File: config.mk
export PLATFORM = sky130hd
export DESIGN_NAME = hpcr_ctrl
export DESIGN_NICKNAME = d
export VERILOG_FILES = /design/src/design/hpcr_pkg.sv /design/src/design/hpcr_ctrl.sv
export SDC_FILE = /design/constraint.sdc
export NUM_CORES = 1
export LEC_CHECK = 0
export BUFFER_PORTS_ARGS = -buffer_cell sky130_fd_sc_hd__buf_2
export CAP_MARGIN = 20
export CORE_AREA = 2 2 39 41
export DETAILED_ROUTE_END_ITERATION = 6
export DIE_AREA = 0 0 41 43
export GPL_TIMING_DRIVEN = 0
export SYNTH_ARGS = -nofsm -noshare
export SYNTH_HDL_FRONTEND = slang
export SYNTH_SLANG_ARGS = --single-unit
File: constraint.sdc
create_clock -name clk_i -period 1.8 [get_ports clk_i]
set_input_delay 0.54 -clock clk_i [delete_from_list [all_inputs] [get_ports clk_i]]
set_output_delay 0.54 -clock clk_i [all_outputs]
set_load 0.1 [all_outputs]
File: src/design/hpcr_pkg.sv
package hpcr_pkg;

  localparam int unsigned MaxEntries = 64;
  localparam int unsigned IdxW       = $clog2(MaxEntries);
  localparam int unsigned OccW       = $clog2(MaxEntries + 1);
  localparam int unsigned KeyW       = 64;
  localparam int unsigned HintW      = 17;
  localparam int unsigned PriW       = 63;
  localparam int unsigned CntW       = 40;
  localparam int unsigned CapW       = 7;
  localparam int unsigned RamW       = KeyW + PriW;

  localparam logic [PriW-1:0] PriMax = {PriW{1'b1}};
  localparam logic [CntW-1:0] CntMax = {CntW{1'b1}};
  localparam logic [CapW-1:0] CapReset = CapW'(MaxEntries);

  typedef enum logic [2:0] {
    ST_IDLE,
    ST_SCAN,
    ST_LAST,
    ST_DECIDE,
    ST_OUT
  } state_e;

  // Controller to datapath
  typedef struct packed {
    logic start;     // latch input, clear scan results
    logic rd_en;     // issue a RAM read at the scan index
    logic scan_en;   // compare the registered read data
    logic decide;    // resolve hit/miss/evict, write RAM, form result
  } cmd_t;

  // Datapath to controller
  typedef struct packed {
    logic last_idx;  // scan index at final slot
  } sts_t;

  // Priority: 4^(hint+5) + counter, saturated; hint -1 gives max.
  function automatic logic [PriW-1:0] make_priority(
    input logic signed [HintW-1:0] hint,
    input logic [CntW-1:0]         cnt
  );
    logic signed [HintW:0] e;
    logic [PriW:0]         p;
    e = {hint[HintW-1], hint} + (HintW+1)'(5);
    p = '0;
    if (hint == -(HintW'(1))) begin
      make_priority = PriMax;
    end else if (e < 0) begin
      make_priority = PriW'(cnt);
    end else if (e > 31) begin
      make_priority = PriMax;
    end else begin
      p = ((PriW+1)'(1) << (2 * e[4:0])) + (PriW+1)'(cnt);
      make_priority = p[PriW] ? PriMax : p[PriW-1:0];
    end
  endfunction

endpackage

File: src/design/hpcr_ctrl.sv
module hpcr_ctrl (
  input  logic                  clk_i,
  input  logic                  rst_ni,
  input  logic                  in_valid_i,
  output logic                  in_ready_o,
  input  logic                  out_valid_i,
  input  logic                  out_ready_i,
  input  hpcr_pkg::sts_t        sts_i,
  output hpcr_pkg::cmd_t        cmd_o
);
  hpcr_pkg::state_e state_q, state_d;

  // next state
  always_comb begin
    state_d = state_q;
    unique case (state_q)
      hpcr_pkg::ST_IDLE:   if (in_valid_i) state_d = hpcr_pkg::ST_SCAN;
      hpcr_pkg::ST_SCAN:   if (sts_i.last_idx) state_d = hpcr_pkg::ST_LAST;
      hpcr_pkg::ST_LAST:   state_d = hpcr_pkg::ST_DECIDE;
      hpcr_pkg::ST_DECIDE: state_d = hpcr_pkg::ST_OUT;
      hpcr_pkg::ST_OUT:    if (!out_valid_i || out_ready_i) state_d = hpcr_pkg::ST_IDLE;
      default:             state_d = hpcr_pkg::ST_IDLE;
    endcase
  end

  // outputs; the result register may still hold the previous result while scanning
  always_comb begin
    cmd_o      = '0;
    in_ready_o = 1'b0;
    unique case (state_q)
      hpcr_pkg::ST_IDLE: begin
        in_ready_o  = 1'b1;
        cmd_o.start = in_valid_i;
      end
      hpcr_pkg::ST_SCAN: begin
        cmd_o.rd_en   = 1'b1;
        cmd_o.scan_en = 1'b1;
      end
      hpcr_pkg::ST_LAST:   cmd_o.scan_en = 1'b1;
      hpcr_pkg::ST_DECIDE: ;
      hpcr_pkg::ST_OUT:    cmd_o.decide = !out_valid_i || out_ready_i;
      default: ;
    endcase
  end

  always_ff @(posedge clk_i or negedge rst_ni) begin
    if (!rst_ni) begin
      state_q <= hpcr_pkg::ST_IDLE;
    end else begin
      state_q <= state_d;
    end
  end

`ifndef SYNTHESIS
  a_ready_idle: assert property (@(posedge clk_i) disable iff (!rst_ni)
    in_ready_o |-> state_q == hpcr_pkg::ST_IDLE) else $error("ready outside idle");
  a_start_scan: assert property (@(posedge clk_i) disable iff (!rst_ni)
    cmd_o.start |=> state_q == hpcr_pkg::ST_SCAN) else $error("start without scan");
  a_one_cmd: assert property (@(posedge clk_i) disable iff (!rst_ni)
    $onehot0({cmd_o.start, cmd_o.decide, cmd_o.scan_en})) else $error("command overlap");
`endif
endmodule

* Yosys cells after proc, flatten, opt, wreduce, memory -nomap -nowiden
Index checks and enable logic that the tools add are counted.
** Word-level totals
- Register bits after elaboration :: 3
- Bits in latches :: 0
- Memory bits (writable) :: 0
- ROM bits :: 0
- Output and inout bits :: 5
- Word-level logic and storage cells :: 22
- Memories :: 0
** Cells by class
- Add/sub/neg operators :: 0
- Multiply operators :: 0
- Div/mod/pow operators :: 0
- $lt $le $gt $ge :: 0
- Equality and inequality tests :: 7
- Shifts and indexed selects :: 0
- Mux-type cells :: 9
- Bitwise gates (word level) :: 0
- Reduce and logical (&&, ||, !) cells :: 5
** Operators by type and width (count)
- $pmux W3 S5 :: 1
- $mux W3 :: 3
- $eq A3 B2 Y1 const B :: 2
- $ne A2 B2 Y1 const B :: 3
- $mux W1 :: 5
- $eq A3 B1 Y1 const B :: 1
- $eq A3 B3 Y1 const B :: 1
- $logic_not A3 Y1 :: 1
- $reduce_and A3 Y1 :: 1
- $reduce_or A2 Y1 :: 1
- $logic_not A1 Y1 :: 1
- $logic_or A1 B1 Y1 :: 1

* Logic depth before layout (Yosys ltp)
Gate-level depths: netlist of the first run.
- Depth in word-level cells :: 4
- Mapped depth :: 3
- Depth with buffers taken out :: 2

* Least setup slack after synthesis of the first run
OpenSTA, ideal clock, no wires.
- Path type :: reg-to-output
- From :: reg state_q[0]
- To :: out cmd_o[3] (netlist bit)
- Arrival time :: 3.534 ns
- Data required time :: 1.260 ns
- Path slack :: -2.274 ns
- Cell stages (with the launch flop) :: 4
- Cell sequence :: dfrtp_1 > buf_6 > nor3_1 > and2_1
** RTL lines
- from (decl) :: line hpcr_ctrl.sv:11 : hpcr_pkg::state_e state_q, state_d;
- from (signal assigned) :: line hpcr_ctrl.sv:48 : state_q <= hpcr_pkg::ST_IDLE;
- from (signal assigned) :: line hpcr_ctrl.sv:50 : state_q <= state_d;
- to (decl) :: line hpcr_ctrl.sv:9 : output hpcr_pkg::cmd_t cmd_o

==> results.py, run 1 <==
metrics = {
    "critical_path": {
        "arrival_ns": 1.46,
        "critPathCaptureType": "output pin",
        "crit_path_top_delay_cell": "or3b_4",
        "cpPeakStageDelay_ns": 0.41,
        "crit-reg2reg-launch": "state_q[0]",
        "path_buf_inv": 2,
        "critical_path_depth": 4,
        "critPathMaxFanout": 6,
        "crit_path_start_kind": "flop",
        "required_ns": 1.26,
        "crit_type": "reg -> out",
        "cpLargestDelayFamily": "simple AND/OR/NAND/NOR gates",
        "reg2regPathDepth": 3,
        "crit_start": "state_q[0]",
        "crit_chain": "buf_6 > or3b_4 > nor2b_4 > buf_12",
    },
    "timing": {
        "hold_viol_final": 0,
        "rsz0062_at_grt": "yes",
        "slew_violations": 0,
        "fin_skew_ns": 0.000865,
        "worst_slew_pin_slew_ns": 0.203,
        "finalSetupViolCount": 4,
        "fmax_ghz": 0.499,
        "finalCritPeriodShare_pct": 111,
        "relSlewSlack_pct": 86.4,
        "period_minus_slack_ns": 2.00,
        "hold_ws_ns": 0.0899,
        "setup_slack_ns": -0.205,
    },
    "clock_tree": {
        "h-tree-depth": 1,
        "clock_path_buffers": 2,
        "cts.clk_slew.worst_paths_ns": 0.04,
        "cts_inserted_buffers": 3,
        "clk_latency_ns": 0.24,
        "cts_root_buf": "clkbuf_4",
        "cts_sinks": 3,
        "cts_tree": "yes",
    },
    "placed_design": {
        "gp_routability_congestion": 0.663,
        "numPortBuffers": 10,
        "place_worst_setup_slack_ns": -0.240,
        "dp_hpwl_um": 315,
    },
    "global_routing": {
        "grt_use_total_pct": 7.37,
        "grt_pass1_vias": 202,
        "grt_start_max_net_pins": 8,
        "grt-ovfl-total": 0,
        "grt_first_pass_wirelength_um": 793,
        "antenna_found_initial": 0,
    },
    "status": {
        "outcome": "finished, violations left",
        "failed_checks": "negative setup slack",
    },
    "floorplan": {
        "initial_core_util_pct": 14.3,
        "die_h_um": 43,
        "core-area_sq_um": 1380,
        "num_rows": 14,
        "ios": 11,
        "die_w_um": 41,
        "dieArea_sq_um": 1760,
    },
    "layout": {
        "drive_above_1_share_pct": 74.4,
        "area_growth_pct": 138,
        "diodes": 0,
        "top_regs": "state_q (3)",
        "largest-register": "state_q",
        "final_nets": 46,
        "largest_register_ffs": 3,
        "nFillCells": 144,
        "utilization_pct": 34.0,
    },
    "drt": {
        "drtIter0Drc": 1,
        "drt_wl_total_um": 506,
        "first_pass_iters": 2,
        "vias": 213,
        "post_drt_wl_per_cell_um": 9.20,
        "ant_nets": 0,
        "drc_errors": 0,
        "viasPerCell": 3.87,
    },
    "yosys": {
        "synthCells": 21,
        "synth.avg_cell_area_sq_um": 9.41,
        "synth.area.top_cells": "dfrtp_1, nand2b_1, nor3_1",
        "yosysSeqAreaShare_pct": 38.0,
        "yosys_warnings": 0,
        "synth_top_area_share_pct": 38.0,
        "synth-seq-cells": 3,
        "synth.cell_area_sq_um": 198,
        "synth.largest_area_cell": "dfrtp_1",
        "syn-num-nets": 27,
        "synth_cell_type_count": 13,
    },
    "worst_hold_path": {
        "hp-class": "in -> async",
    },
    "run": {
        "cap_violations": 0,
    },
}
[final timing paths]
check	end	slack, ns
max reg2reg	state_q[2]	0.69
min reg2reg	state_q[1]	0.56
max	cmd_o[0]	-0.20
min	state_q[1]	0.09
min in group clk_i	state_q[1]	0.56
max in group asynchronous	state_q[2]	1.59
[metrics by stage]
step | std cells | instance area [sq um] | setup TNS, ns
after floorplan | 21 | 244 | -1.19
after global placement | 47 | 314 | -0.227
after detailed placement | 47 | 314 | -0.240
after CTS | 54 | 447 | -0.393
after global routing | 55 | 470 | -0.697
final | 55 | 470 | -0.453
[final cells by class]
cell class                 count  area, sq um  share of cell area [%]
sequential                     3         76.3                    16.2
multi-input combinational     16          159                    33.8
buffer                         2         26.3                    5.59
tap                           16         20.0                    4.26
clock buffer                   4         26.3                    5.59
timing repair buffer          14          163                    34.6
[cell usage in the layout (no fill, tap or decap), types with 2 or more instances in the layout]
cell type / netlist / layout
buf_2: 0 / 5
buf_12: 0 / 5
buf_6: 1 / 3
clkbuf_4: 0 / 3
nand2b_4: 0 / 2
nor3_1: 3 / 2
nand3b_1: 2 / 2
buf_4: 0 / 2
dfrtp_1: 3 / 2
[synthesized netlist by cell type]
master	n
a21oi_1	2
and2_1	1
buf_6	1
clkbuf_2	1
dfrtp_1	3
nand2b_1	3
nand3b_1	2
nor2b_1	1
nor3_1	3
nor3b_1	1
o21a_1	1
o21ai_2	1
or3b_4	1
[per-layer routing]
metal  up-vias  share of wire, %  GRT usage [%]
met2         8                51           9.06
li1        108                 -              -
met1        97                41           8.50
met3         0               8.5           6.28
met5         -                 0              0
met4         0                 0           4.00
[cell families after synthesis]
| family | Yosys count | synth area share (%) |
|---|---|---|
| and+or+nand+nor | 12 | 40.5 |
| AOI/OAI and AO/OA | 4 | 13.3 |
| DFF | 3 | 38.0 |
| buffers and inverters | 2 | 8.23 |
[repair_timing]
item | in CTS | in global routing
pin swaps | 3 | 3
endpoints found under the setup margin | 5 | 5
buffers inserted | 3 | 1
gates resized for setup | 19 | 4
hold buffers | 0 | 0
Power of run 1 is not shown: default switching activity piles up to over one toggle a cycle in this logic, so the estimate is an artifact.
==> inputs of run 2 (changes only) <==
- REMOVE_ABC_BUFFERS: unset -> 1
==> results.py, run 2 (synthesis results as in run 1) <==
metrics = {
    "status": {
        "outcome": "finished, violations left",
        "failed_checks": "negative setup slack",
    },
    "clock_tree": {
        "clk_latency_ns": 0.24,
        "cts_inserted_buffers": 3,
        "cts.clk_slew.worst_paths_ns": 0.04,
        "cts_tree": "yes",
        "cts_root_buf": "clkbuf_4",
        "h-tree-depth": 1,
        "cts_sinks": 3,
        "clock_path_buffers": 2,
    },
    "timing": {
        "rsz0062_at_grt": "yes",
        "fmax_ghz": 0.513,
        "worst_slew_pin_slew_ns": 0.279,
        "relSlewSlack_pct": 81.5,
        "setup_slack_ns": -0.149,
        "period_minus_slack_ns": 1.95,
        "hold_viol_final": 0,
        "slew_violations": 0,
        "finalSetupViolCount": 4,
        "fin_skew_ns": 0.00545,
        "finalCritPeriodShare_pct": 108,
    },
    "layout": {
        "largest_register_ffs": 3,
        "layout_common_cells": "buf_4, buf_2, nor3_1, nand2b_1, clkbuf_4",
        "top_regs": "state_q (3)",
        "fin_area_sq_um": 374,
        "multiInputGateArea_sq_um": 118,
        "final_nets": 45,
        "largest-register": "state_q",
        "drive_above_1_share_pct": 63.2,
        "diodes": 0,
        "final_common_cell": "buf_4",
        "utilization_pct": 27.0,
        "area_growth_pct": 89.2,
        "regArea_sq_um": 77.6,
        "nFillCells": 149,
    },
    "global_routing": {
        "gr-usage-met2_pct": 9.06,
        "top_usage_layer": "met4",
        "grt_start_max_net_pins": 8,
        "grt_use_met3_pct": 4.71,
        "grt_pass1_vias": 203,
        "antenna_found_initial": 0,
        "grt-ovfl-total": 0,
        "grt_use_total_pct": 8.06,
        "gr-usage-met1_pct": 8.79,
        "grt_first_pass_wirelength_um": 841,
    },
    "placed_design": {
        "numPortBuffers": 10,
        "gp_routability_congestion": 0.738,
        "dp_hpwl_um": 295,
        "dpl_cell_area_sq_um": 251,
    },
    "critical_path": {
        "crit_type": "reg -> out",
        "cpPeakStageDelay_ns": 0.43,
        "crit_path_top_delay_cell": "dfrtp_2",
        "critPathMaxFanout": 6,
        "required_ns": 1.26,
        "crit_chain": "or3b_4 > nor2b_4 > buf_12",
        "crit_path_start_kind": "flop",
        "arrival_ns": 1.41,
        "critPathCaptureType": "output pin",
    },
    "drt": {
        "viasPerCell": 3.98,
        "first_pass_iters": 5,
        "post_drt_wl_per_cell_um": 9.52,
        "ant_nets": 0,
        "drtIter0Drc": 1,
        "drc_errors": 0,
        "vias": 215,
        "drt_wl_total_um": 514,
    },
    "floorplan": {
        "initial_core_util_pct": 14.3,
        "die_w_um": 41,
        "die_h_um": 43,
        "dieArea_sq_um": 1760,
        "core-area_sq_um": 1380,
        "num_rows": 14,
        "ios": 11,
    },
    "worst_hold_path": {
        "hp-class": "in -> async",
    },
    "run": {
        "cap_violations": 0,
    },
}
[run 2: layout make-up]
class	instances	share of cell area (%)
clock buffer	4	7.02
multi-input combinational	16	31.4
sequential	3	20.7
tap	16	5.35
timing repair buffer	15	35.5
[run 2: worst paths after layout]
kind | from | endpoint | slack (ns) | cells past startpoint
setup / recovery | state_q[0] | cmd_o[0] | -0.15 | 3
hold / removal | rst_ni | state_q[0] | 0.09 | 1
max in group asynchronous | rst_ni | state_q[1] | 1.59 | 1
setup reg to reg | state_q[1] | state_q[0] | 0.65 | 4
hold reg to reg | state_q[0] | state_q[2] | 0.59 | 2
min in group clk_i | sts_i | state_q[0] | 0.57 | 3
[run 2: timing repair]
action / in CTS / in global routing
endpoints found under the setup margin: 5 / 5
resized for setup: 16 / 2
hold buffers: 0 / 0
pin swaps: 0 / 1
buffers inserted: 3 / 2
[run 2: layer usage]
metal,part of all wire (%),vias to the layer above
li1,-,106
met1,38,97
met2,54,12
met3,8.0,0
met4,0,0
met5,0,-
[run 2: worst max-delay path, delay by kind of cell (launching register included)]
kind | cells | cell delay [ns]
buffers and inverters | 1 | 0.18
DFF | 1 | 0.43
and+or+nand+nor | 2 | 0.57
[run 2: per-stage QoR]
step	setup slack, ns	TNS [ns]	hold slack (ns)	cells
global placement	-0.156	-0.156	0.336	45
finish	-0.149	-0.355	0.0891	54
global route	-0.201	-0.644	0.0755	54
CTS	-0.152	-0.167	0.0844	52
detailed placement	-0.142	-0.142	0.338	45
floorplan	-2.26	-6.70	0.244	19
Power of run 2 is left out for the same reason.
==> inputs of run 3 (changes only) <==
--- a/constraint.sdc
+++ b/constraint.sdc
@@ -3,2 +3,2 @@
 set_output_delay 0.54 -clock clk_i [all_outputs]
-set_load 0.1 [all_outputs]
+set_load 0.05 [all_outputs]
==> results.py, run 3 (synthesis results as in run 1) <==
metrics = {
    "status": {
        "outcome": "finished, violations left",
        "failed_checks": "negative setup slack",
    },
    "floorplan": {
        "ios": 11,
        "die_w_um": 41,
        "dieArea_sq_um": 1760,
        "core-area_sq_um": 1380,
        "num_rows": 14,
        "initial_core_util_pct": 14.3,
        "die_h_um": 43,
    },
    "clock_tree": {
        "clock_path_buffers": 2,
        "cts.clk_slew.worst_paths_ns": 0.04,
        "cts_sinks": 3,
        "ctsHoldBuffers": 0,
        "cts_tree": "yes",
        "cts_root_buf": "clkbuf_4",
        "clk_latency_ns": 0.24,
        "h-tree-depth": 1,
        "cts_inserted_buffers": 3,
    },
    "placed_design": {
        "place_worst_setup_slack_ns": 0.0226,
        "numPortBuffers": 10,
        "gp_routability_congestion": 0.738,
        "dp_hpwl_um": 295,
    },
    "timing": {
        "rsz0062_at_grt": "yes",
        "hold_ws_ns": 0.0920,
        "finalSetupViolCount": 2,
        "hold_viol_final": 0,
        "period_minus_slack_ns": 1.88,
        "finalCritPeriodShare_pct": 105,
        "slew_violations": 0,
        "fin_skew_ns": 0.00268,
        "fin_setup_tns_ns": -0.119,
        "worst_slew_pin_slew_ns": 0.157,
        "setup_slack_ns": -0.0832,
        "relSlewSlack_pct": 89.5,
        "fmax_ghz": 0.531,
    },
    "global_routing": {
        "grt_start_max_net_pins": 6,
        "antenna_found_initial": 0,
        "grt_first_pass_wirelength_um": 862,
        "grt_use_total_pct": 8.27,
        "grt-ovfl-total": 0,
        "grt_pass1_vias": 215,
    },
    "layout": {
        "utilization_pct": 28.3,
        "final_nets": 47,
        "largest-register": "state_q",
        "final_common_cell": "buf_4",
        "layout_common_cells": "buf_4, buf_2, buf_6, clkbuf_4",
        "largest_register_ffs": 3,
        "area_growth_pct": 98.1,
        "diodes": 0,
        "top_regs": "state_q (3)",
        "drive_above_1_share_pct": 72.5,
    },
    "drt": {
        "drt_wl_total_um": 556,
        "drc_errors": 0,
        "ant_nets": 0,
        "vias": 219,
        "first_pass_iters": 1,
        "drtIter0Drc": 0,
        "post_drt_wl_per_cell_um": 9.93,
        "viasPerCell": 3.91,
    },
    "critical_path": {
        "worstReg2RegEnd": "state_q[0]",
        "reg2regPathDepth": 3,
        "required_ns": 1.26,
        "arrival_ns": 1.34,
        "crit_type": "reg -> out",
        "reg2reg_slack_ns": 0.79,
        "critPathCaptureType": "output pin",
        "critPathMaxFanout": 3,
        "crit-reg2reg-launch": "state_q[1]",
        "crit_path_start_kind": "flop",
    },
    "worst_hold_path": {
        "hp-class": "in -> async",
    },
    "run": {
        "cap_violations": 0,
    },
}
==> run 3: worst max path at each step <==
stage,from,end,slack (ns),cells after the start
after global routing,state_q[2],cmd_o[0],-0.12,3
after CTS,state_q[1],cmd_o[0],-0.09,3
after floorplan,state_q[0],cmd_o[3],-0.87,2
after global placement,state_q[0],cmd_o[0],0.008,3
final,state_q[0],cmd_o[0],-0.08,3
after detailed placement,state_q[0],cmd_o[0],0.02,3
==> run 3: critical path: stages, from the launching register on <==
cell and delay, ns:
dfrtp_2 0.41, or3b_4 0.41, nor2b_2 0.12, buf_6 0.16
==> run 3: layout make-up <==
type | count | area (sq um)
Clock buffer | 4 | 26.3
Multi-Input combinational cell | 16 | 138
Sequential cell | 3 | 77.6
Timing Repair Buffer | 17 | 130
Tap cell | 16 | 20.0
Fill cell | 147 | 992
==> run 3: timing repair <==
action                     CTS  global route
setup buffers                6             1
setup endpoints to repair    3             5
gates resized for setup     11             7
cloned                       0             0
pin swaps                    1             1
==> run 3: metal layers <==
layer	up-vias	part of all wire (%)	wire length [um]	track usage, %
met1	102	44	247	8.14
li1	111	-	-	-
met5	-	0	0	0
met3	0	3.6	20	4.71
met4	0	0	0	10.0
met2	6	52	289	10.3
==> run 3: through the flow <==
stage | std cells | instance area (sq um)
after CTS | 55 | 357
after floorplan | 19 | 181
after global routing | 56 | 392
after detailed placement | 45 | 251
after global placement | 45 | 251
final | 56 | 392
Power of run 3 is left out for the same reason.
